File: src/sfxd_pkg.sv
// shared types and constants for the sync/xor frame deframer
// no dependencies; imported by sync_frame_xor_deframer
package sfxd_pkg;

  // frame buffer size, a frame is dropped when its byte count reaches it
  localparam int unsigned BUFFER_BYTES = 28;
  localparam int unsigned CNT_W        = $clog2(BUFFER_BYTES + 1);
  localparam int unsigned LEN_W        = 5;

  localparam logic [7:0] SYNC_RESET = 8'h5a;
  localparam logic [7:0] TAIL_RESET = 8'ha5;

  // apb address and register map
  localparam int unsigned ADDR_W = 3;
  localparam logic        REG_SYNC = 1'b0;
  localparam logic        REG_TAIL = 1'b1;

  typedef enum logic [2:0] {
    ST_BUSY     = 3'd0,
    ST_GOOD     = 3'd1,
    ST_BAD      = 3'd2,
    ST_HEADER   = 3'd3,
    ST_OVERFLOW = 3'd4
  } status_e;

  typedef struct packed {
    status_e          status;
    logic [LEN_W-1:0] frame_length;
  } result_t;

endpackage

File: src/sync_frame_xor_deframer.sv
// sync/xor frame deframer: byte-wise frame checker with a two-word result queue
// depends on sfxd_pkg
// each accepted byte's result word is written into the result queue register before it reaches the output
// throughput: one byte per cycle while rx_stall_o is low; all frame checks are a compare, a count and an xor
// a two-word result queue lets bytes keep flowing while one result waits
// reset: frame state and queue cleared, sync byte 0x5a, tail byte 0xa5
module sync_frame_xor_deframer (
  input  logic                       clk_i,
  input  logic                       rst_ni,
  // received bytes
  input  logic                       rx_valid_i,
  output logic                       rx_stall_o,
  input  logic [7:0]                 rx_byte_i,
  // per-byte result words
  output logic                       res_valid_o,
  input  logic                       res_stall_i,
  output logic [2:0]                 status_o,
  output logic [sfxd_pkg::LEN_W-1:0] frame_length_o,
  // configuration
  input  logic                       psel,
  input  logic                       penable,
  input  logic                       pwrite,
  input  logic [sfxd_pkg::ADDR_W-1:0] paddr,
  input  logic [31:0]                pwdata,
  output logic [31:0]                prdata,
  output logic                       pready
);
  import sfxd_pkg::*;

  // configuration registers
  logic [7:0] sync_q;
  logic [7:0] tail_q;
  logic       cfg_wr;

  // frame state
  logic [CNT_W-1:0] byte_cnt_q, byte_cnt_d;
  logic [7:0]       len_q, len_d;
  logic [7:0]       xor_q, xor_d;
  logic [7:0]       rb0_q, rb1_q, rb2_q;
  logic [7:0]       rb0_d, rb1_d, rb2_d;

  // result queue
  result_t    fifo_q [2];
  logic       wr_ptr_q, rd_ptr_q;
  logic [1:0] fill_q;
  logic       push, pop;

  logic [CNT_W-1:0] n;
  logic             clear;
  logic             frame_ok;
  result_t          res_d;

  assign pready = 1'b1;
  assign cfg_wr = psel && penable && pwrite && pready;
  assign prdata = (paddr[2] == REG_TAIL) ? 32'(tail_q) : 32'(sync_q);

  always_ff @(posedge clk_i or negedge rst_ni) begin
    if (!rst_ni) begin
      sync_q <= SYNC_RESET;
      tail_q <= TAIL_RESET;
    end else if (cfg_wr) begin
      if (paddr[2] == REG_TAIL) begin
        tail_q <= pwdata[7:0];
      end else begin
        sync_q <= pwdata[7:0];
      end
    end
  end

  assign rx_stall_o  = (fill_q == 2'd2);
  assign res_valid_o = (fill_q != 2'd0);
  assign push        = rx_valid_i && !rx_stall_o;
  assign pop         = res_valid_o && !res_stall_i;

  // per-byte frame step
  always_comb begin
    n        = byte_cnt_q + CNT_W'(1);
    xor_d    = (byte_cnt_q >= CNT_W'(3)) ? (xor_q ^ rb0_q) : xor_q;
    len_d    = (byte_cnt_q == CNT_W'(2)) ? rx_byte_i : len_q;
    rb0_d    = rb1_q;
    rb1_d    = rb2_q;
    rb2_d    = rx_byte_i;
    frame_ok = (rb0_d == xor_d) && (rb1_d == tail_q) && (rb2_d == tail_q);

    res_d.status       = ST_BUSY;
    res_d.frame_length = LEN_W'(n);
    if (n == CNT_W'(3) && (rb0_d != sync_q || rb1_d != sync_q)) begin
      res_d.status = ST_HEADER;
    end else if (32'(n) >= 32'(BUFFER_BYTES)) begin
      res_d.status = ST_OVERFLOW;
    end else if (n > CNT_W'(4) && 32'(n) == 32'(len_d)) begin
      res_d.status = frame_ok ? ST_GOOD : ST_BAD;
    end

    clear      = (res_d.status != ST_BUSY);
    byte_cnt_d = n;
    if (clear) begin
      byte_cnt_d = '0;
      len_d      = '0;
      xor_d      = '0;
      rb0_d      = '0;
      rb1_d      = '0;
      rb2_d      = '0;
    end
  end

  always_ff @(posedge clk_i or negedge rst_ni) begin
    if (!rst_ni) begin
      byte_cnt_q <= '0;
      len_q      <= '0;
      xor_q      <= '0;
      rb0_q      <= '0;
      rb1_q      <= '0;
      rb2_q      <= '0;
    end else if (push) begin
      byte_cnt_q <= byte_cnt_d;
      len_q      <= len_d;
      xor_q      <= xor_d;
      rb0_q      <= rb0_d;
      rb1_q      <= rb1_d;
      rb2_q      <= rb2_d;
    end
  end

  // result queue pointers and fill level
  always_ff @(posedge clk_i or negedge rst_ni) begin
    if (!rst_ni) begin
      wr_ptr_q <= 1'b0;
      rd_ptr_q <= 1'b0;
      fill_q   <= 2'd0;
    end else begin
      if (push) begin
        wr_ptr_q <= !wr_ptr_q;
      end
      if (pop) begin
        rd_ptr_q <= !rd_ptr_q;
      end
      if (push && !pop) begin
        fill_q <= fill_q + 2'd1;
      end else if (pop && !push) begin
        fill_q <= fill_q - 2'd1;
      end
    end
  end

  always_ff @(posedge clk_i) begin
    if (push) begin
      fifo_q[wr_ptr_q] <= res_d;
    end
  end

  assign status_o       = fifo_q[rd_ptr_q].status;
  assign frame_length_o = fifo_q[rd_ptr_q].frame_length;

  // checks
  a_fill_max : assert property (@(posedge clk_i) disable iff (!rst_ni)
    fill_q <= 2'd2)
    else $error("result queue overfilled");

  a_cnt_bound : assert property (@(posedge clk_i) disable iff (!rst_ni)
    32'(byte_cnt_q) < 32'(BUFFER_BYTES))
    else $error("byte count reached buffer size");

  a_clear_after_end : assert property (@(posedge clk_i) disable iff (!rst_ni)
    push && (res_d.status != ST_BUSY) |=> (byte_cnt_q == '0) && (xor_q == 8'd0))
    else $error("frame state not cleared after frame end");

  a_push_fill : assert property (@(posedge clk_i) disable iff (!rst_ni)
    push && !pop |=> fill_q == $past(fill_q) + 2'd1)
    else $error("queue fill level did not follow push");

endmodule
File: config.mk
export PLATFORM = sky130hd
export DESIGN_NAME = sync_frame_xor_deframer
export DESIGN_NICKNAME = d
export VERILOG_FILES = /design/src/sfxd_pkg.sv /design/src/sync_frame_xor_deframer.sv
export SDC_FILE = /design/constraint.sdc
export NUM_CORES = 1
export LEC_CHECK = 0
export ABC_AREA = 1
export BUFFER_PORTS_ARGS = -buffer_cell sky130_fd_sc_hd__buf_2
export CORE_MARGIN = 2
export CORE_UTILIZATION = 57
export DETAILED_ROUTE_END_ITERATION = 10
export PLACE_DENSITY = 0.78
export SKIP_LAST_GASP = 1
export SYNTH_ARGS = -nofsm -noshare
export SYNTH_HDL_FRONTEND = slang
export SYNTH_SLANG_ARGS = --single-unit
export TNS_END_PERCENT = 100
File: constraint.sdc
create_clock -name clk_i -period 2.8 [get_ports clk_i]
set_input_delay 0.28 -clock clk_i [delete_from_list [all_inputs] [get_ports clk_i]]
set_output_delay 0.28 -clock clk_i [all_outputs]
set_load 0.05 [all_outputs]
# Word-level counts from Yosys, hierarchy flattened
# Memories as Yosys holds them, arrays and structs flattened.
# Index checks and enable logic that the tools add are counted.
classes:
  add_sub_neg: 3
  eq_ne: 9
  reduce_logical: 22
  bitwise_logic: 2
  n_mux: 17
  n_lt_le_gt_ge: 3
ops:
  columns: ["cell", "n"]
  rows:
  - ["two-way mux 8 bit", 8]
  - ["equality test 8 bit", 3]
  - ["!= test 8 bit", 2]
  - ["equality test 5 x 2 -> 1 bit (second input constant)", 2]
  - ["logical AND 1 bit", 10]
  - ["equality test 5 x 8 -> 1 bit", 1]
  - ["two-way mux 2 bit", 4]
  - ["XOR 8 bit", 1]
  - ["zero test 1 bit", 6]
  - ["two-way mux 3 bit", 2]
  - ["adder 5 x 1 -> 5 bit (second input constant)", 1]
  - [">= comparator 5 x 2 -> 1 bit (second input constant)", 1]
  - [">= comparator 5 bit (second input constant)", 1]
  - ["greater-than comparator 5 x 3 -> 1 bit (second input constant)", 1]
  - ["two-way mux 5 bit", 1]
  - ["AND reduction 2 bit", 2]
  - ["nonzero test 2 bit", 2]
  - ["nonzero test 3 bit", 1]
  - ["adder 2 x 1 -> 2 bit (second input constant)", 1]
  - ["equality test 2 bit (second input constant)", 1]
  - ["two-way mux 1 bit", 2]
  - ["subtractor 2 x 1 -> 2 bit (second input constant)", 1]
  - ["logical OR 1 bit", 1]
  - ["NOT 1 bit", 1]
totals:
  output_inout_bits: 43
  ff_bits: 65
  mem_count: 1
  ramBits: 16
memory_table:
  columns: ["name", "depth", "width", "rd", "rd_clocked_by_memory_dff", "wr", "line_no", "text"]
  rows:
  - ["fifo_q", 2, 8, 1, 0, 1, "sync_frame_xor_deframer.sv:43", "result_t fifo_q [2];"]

# Depth between registers and ports, before layout
depth:
  depth_word: 11
  ltp_mapped: 17
  mapped_depth_nobuf: 14

# Least setup slack after synthesis
# Ideal clock, no wire load.
synth_timing:
  kind: "reg-to-reg"
  start: "register byte_cnt_q[0]"
  end: "register len_q[3]"
  t_required_ps: 2685
  setup_ps: 115
  t_arrival_ps: 1974
  path_slack_ps: 710
  stages_incl_launch_ff: 16
  synth_period_minus_slack_ps: 2090
  path_cell_list: "dfrtp_1 -> buf_4 -> inv_1 -> ha_1 -> inv_1 -> nor2_8 -> nand2_4 -> buf_6 -> o21ai_2 -> nand3_2 -> nor2_2 -> and2_4 -> nand3_4 -> buf_6 -> nand3_2 -> nand2_2"
synth_between:
  elab_cells_between_ends: 20
synth_lines:
  columns: ["element", "line_no", "text"]
  rows:
  - ["start: declaration", "sync_frame_xor_deframer.sv:36", "logic [CNT_W-1:0] byte_cnt_q, byte_cnt_d;"]
  - ["start signal: assignment", "sync_frame_xor_deframer.sv:116", "byte_cnt_q <= byte_cnt_d;"]
  - ["adder 5 x 1 -> 5 bit (*)", "sync_frame_xor_deframer.sv:77", "n = byte_cnt_q + CNT_W'(1);"]
  - ["via n[0]", "sync_frame_xor_deframer.sv:48", "logic [CNT_W-1:0] n;"]
  - ["greater-than comparator 5 x 3 -> 1 bit / equality test 5 x 8 -> 1 bit (equally long branches)", "sync_frame_xor_deframer.sv:91", "end else if (n > CNT_W'(4) && 32'(n) == 32'(len_d)) begin"]
  - ["logical AND 1 bit", "sync_frame_xor_deframer.sv:91", null]
  - ["two-way mux 2 bit", "sync_frame_xor_deframer.sv:91", null]
  - ["two-way mux 3 bit", "sync_frame_xor_deframer.sv:89", "end else if (32'(n) >= 32'(BUFFER_BYTES)) begin"]
  - ["two-way mux 3 bit (*)", "sync_frame_xor_deframer.sv:87", "if (n == CNT_W'(3) && (rb0_d != sync_q || rb1_d != sync_q)) begin"]
  - ["nonzero test 3 bit (*)", "sync_frame_xor_deframer.sv:95", "clear = (res_d.status != ST_BUSY);"]
  - ["two-way mux 8 bit (*)", "sync_frame_xor_deframer.sv:97", "if (clear) begin"]
  - ["end signal: assignment", "sync_frame_xor_deframer.sv:117", "len_q <= len_d;"]
  - ["end: declaration", "sync_frame_xor_deframer.sv:37", "logic [7:0] len_q, len_d;"]
# Mark *: on every way through the listed nets, which the timed path passes. The rest lies on a longest branch.
# A chain may end at the register's enable or synchronous reset.

# Worst setup path after layout
layout_timing:
  start: "register byte_cnt_q[0]"
  end: "register rb1_q[5]"
layout_between:
  elab_cells_between_ends: 20
layout_lines:
  columns: ["element", "line_no", "text"]
  rows:
  - ["adder 5 x 1 -> 5 bit (*)", "sync_frame_xor_deframer.sv:77", null]
  - ["via n[0]", "sync_frame_xor_deframer.sv:48", null]
  - ["greater-than comparator 5 x 3 -> 1 bit / equality test 5 x 8 -> 1 bit (equally long branches)", "sync_frame_xor_deframer.sv:91", null]
  - ["logical AND 1 bit", "sync_frame_xor_deframer.sv:91", null]
  - ["two-way mux 2 bit", "sync_frame_xor_deframer.sv:91", null]
  - ["two-way mux 3 bit", "sync_frame_xor_deframer.sv:89", null]
  - ["two-way mux 3 bit (*)", "sync_frame_xor_deframer.sv:87", null]
  - ["nonzero test 3 bit (*)", "sync_frame_xor_deframer.sv:95", null]
  - ["two-way mux 8 bit (*)", "sync_frame_xor_deframer.sv:97", null]
  - ["end signal: assignment", "sync_frame_xor_deframer.sv:120", "rb1_q <= rb1_d;"]
  - ["end: declaration", "sync_frame_xor_deframer.sv:39", "logic [7:0] rb0_q, rb1_q, rb2_q;"]
# Marks and branches as above.

==> reports/results.ini <==
[outcome]
status=finished clean

[min_path]
min_path_cells=3
holdPathEnd=tail_q[7]$_DFFE_PN1P_
hp-start=pwdata[7]
min_path_type=in2reg

[final_layout]
syn_to_final_growth_pct=6.80
drive_gt1_share_pct=23.3
num_antenna_cells=0
final_cell_count_no_fill=877
final_net_count=796
final_area_um2=5790
finalCoreUtilization_pct=62.7

[drt]
vias=4384
wl_per_cell_um=13.1
via_per_inst=5.00
drtIter0Drc=251
firstDrtPassIters=5
ant_nets=0
remaining_drc_errors=0
drt_wl_total_um=11500

[sta]
slew_violations=0
fmax_ghz=0.397
grt_setup_unrepaired=no
fin_crit_ns=2.52
tightest_slew_ns=0.858
clock_skew_ns=0.00971
timing.slew.headroom_pct=42.8
finalSetupViolCount=0
fin_setup_tns_ns=0
hold_viol=0
post-route-period-util_pct=90.0

[critical_path]
endpoint_kind=register
critPathMaxFanout=45
critical_path.startpoint_type=register
r2r_slack_ns=0.28
reg2reg_to=rb1_q[5]$_DFFE_PN0P_
crit_type=reg2reg
r2r-start=byte_cnt_q[0]$_DFFE_PN0P_
crit_required_ns=3.06
ff2ff_path_depth=13
cp_data_arrival_time_ns=2.78

[floorplan]
die_w_um=102
die-height_um=102
start_util_pct=58.7
dieArea_um2=10300
row_count=35
ios=93
core_area_um2=9240

[place]
numPlacedInstances=860
dp_hpwl_um=8310
placed_area_um2=5600
io_buffers=41
gp_congestion=0.903

[yosys]
synth_edf_count=16
syn_area_um2=5430
synth_xor_area_share_pct=4.50
ys_seq_area_share_pct=39.0
synth_top_family_by_area=simple AND/OR/NAND/NOR gates
synth_warnings=0
syn_inst=713
synthAdderAreaFrac_pct=0.692
synth_compound_area_share_pct=4.68
synth_mux_area_share_pct=0
ys_types=36
ys_ff_latch=81
async_flop_share_pct=80.2
syn_area_per_cell_um2=7.61
ys.flop_type=dfrtp_1
yosys.area_share.simple_pct=38.7

[pwr]
powerDensity_nw_per_um2=1130
p_leak_nw=2.95
p_total_mw=6.53
vdd_drop_max_uv=649

[clock_tree]
cts_buffer_depth=2
clkSinkCount=81
cts_tree=yes
cts.clk_slew.worst_paths_ns=0.09
numCtsBuffers=9
cts_max_level=3
clockRootBuffer=clkbuf_8
clock_latency_ns=0.36

[flow_run]
drv_cap=0

[global_routing]
grt_pass1_wl_um=19600
grt.overflow.total=0
antenna_found_initial=0
grt_usage_pct=24.4
grt_pass1_vias=4257
grt_max_degree=91

==> registers in the layout (all words and copies together), names as in the netlist <==
name        flops
rd_ptr_q        1
len_q           8
fill_q          2
fifo_q         16
sync_q          8
rb1_q           8
rb2_q           8
rb0_q           8
xor_q           8
tail_q          8
byte_cnt_q      5
wr_ptr_q        1
==> per-stage QoR <==
stage	setup slack, ns	hold WS (ns)
finish	0.279	0.149
floorplan	0.710	-0.0156
global route	0.153	0.160
global placement	0.391	0.163
detailed placement	0.301	0.164
CTS	0.269	0.143
==> cell usage after synthesis, types with 6 or more instances <==
library cell,n,share of area [%]
buf_6,10,2.1
nor2_1,77,5.3
o21ai_0,28,2.6
nor2_2,6,0.69
inv_1,76,5.3
xnor2_1,15,2.4
xor2_1,11,1.8
nand2_1,210,15
nand4_1,9,1.0
nand2_2,43,5.0
nand3_2,42,7.7
dfstp_2,8,3.9
buf_4,27,3.7
clkbuf_1,15,1.0
edfxtp_1,16,8.9
dfrtp_1,57,26
nand3_1,28,2.6
==> final cells by class <==
type	instances	area [um^2]
Clock inverter	5	57.6
Tap cell	129	161
Fill cell	814	3450
Multi-Input combinational cell	525	2750
Inverter	78	293
Sequential cell	81	2120
Clock buffer	11	131
Timing Repair Buffer	48	285
==> worst max-delay path by stage <==
| stage | startpoint | end | slack (ns) |
|---|---|---|---|
| finish | byte_cnt_q[0]$_DFFE_PN0P_ | rb1_q[5]$_DFFE_PN0P_ | 0.28 |
| CTS | byte_cnt_q[0]$_DFFE_PN0P_ | rb1_q[5]$_DFFE_PN0P_ | 0.27 |
| global route | byte_cnt_q[0]$_DFFE_PN0P_ | rb1_q[7]$_DFFE_PN0P_ | 0.15 |
| floorplan | byte_cnt_q[0]$_DFFE_PN0P_ | len_q[3]$_DFFE_PN0P_ | 0.71 |
| global placement | byte_cnt_q[0]$_DFFE_PN0P_ | rb1_q[5]$_DFFE_PN0P_ | 0.39 |
| detailed placement | byte_cnt_q[0]$_DFFE_PN0P_ | rb1_q[5]$_DFFE_PN0P_ | 0.30 |
==> report_power, final <==
| part | switching, mW | internal, mW |
|---|---|---|
| clock | 0.444 | 0.411 |
| sequential | 0.408 | 1.67 |
| combinational | 2.41 | 1.18 |
==> critical path, stage by stage, from the launching register on <==
cell	delay [ns]
dfrtp_1	0.51
inv_1	0.16
ha_1	0.23
inv_1	0.17
nor2_8	0.06
nand2_4	0.17
nand2_1	0.07
o21ai_1	0.16
xor2_1	0.21
and2_4	0.18
nand3_4	0.06
buf_12	0.21
nand3_1	0.12
nand2_1	0.06
==> placed cells by master (no fill, tap or decap), types with 2 or more instances in the layout <==
master and instances:
a21oi_1 5, buf_12 2, buf_2 41, buf_4 4, clkbuf_1 2, clkbuf_8 9
clkinvlp_4 3, conb_1 25, dfrtp_1 57, dfstp_2 8, edfxtp_1 16, ha_1 3
inv_1 76, nand2_1 210, nand2_2 43, nand3_1 28, nand3_2 42, nand4_1 9
nor2_1 77, nor2_2 6, nor3_2 2, o21ai_0 27, o21ai_1 3, o21ai_2 3
o22ai_1 5, xnor2_1 15, xor2_1 11
==> routing by layer <==
metal  global-route usage (%)  part of all wire (%)  vias up
li1                         -                     -     2228
met5                        0                     0        -
met3                     5.11                   4.2       20
met2                     42.8                    51      116
met1                     30.3                    43     2020
met4                     7.17                   1.6        0
==> repair_timing <==
action | 4_1_cts | 5_1_grt
setup endpoints to repair | 0 | 0
gates resized for setup | 0 | 0
hold endpoints to repair | 9 | 0
buffers inserted | 0 | 0
hold buffers | 1 | 0
==> kinds of logic (layout without fill, tap and decap cells) <==
| family | Yosys count | count (layout) |
|---|---|---|
| flops | 81 | 81 |
| compound gates | 46 | 46 |
| simple gates | 424 | 424 |
| xor+xnor | 27 | 27 |
| other cells | 2 | 25 |
| buf+inv | 130 | 142 |
| fa+ha+maj | 3 | 3 |
(Power assumes the default switching activity.)
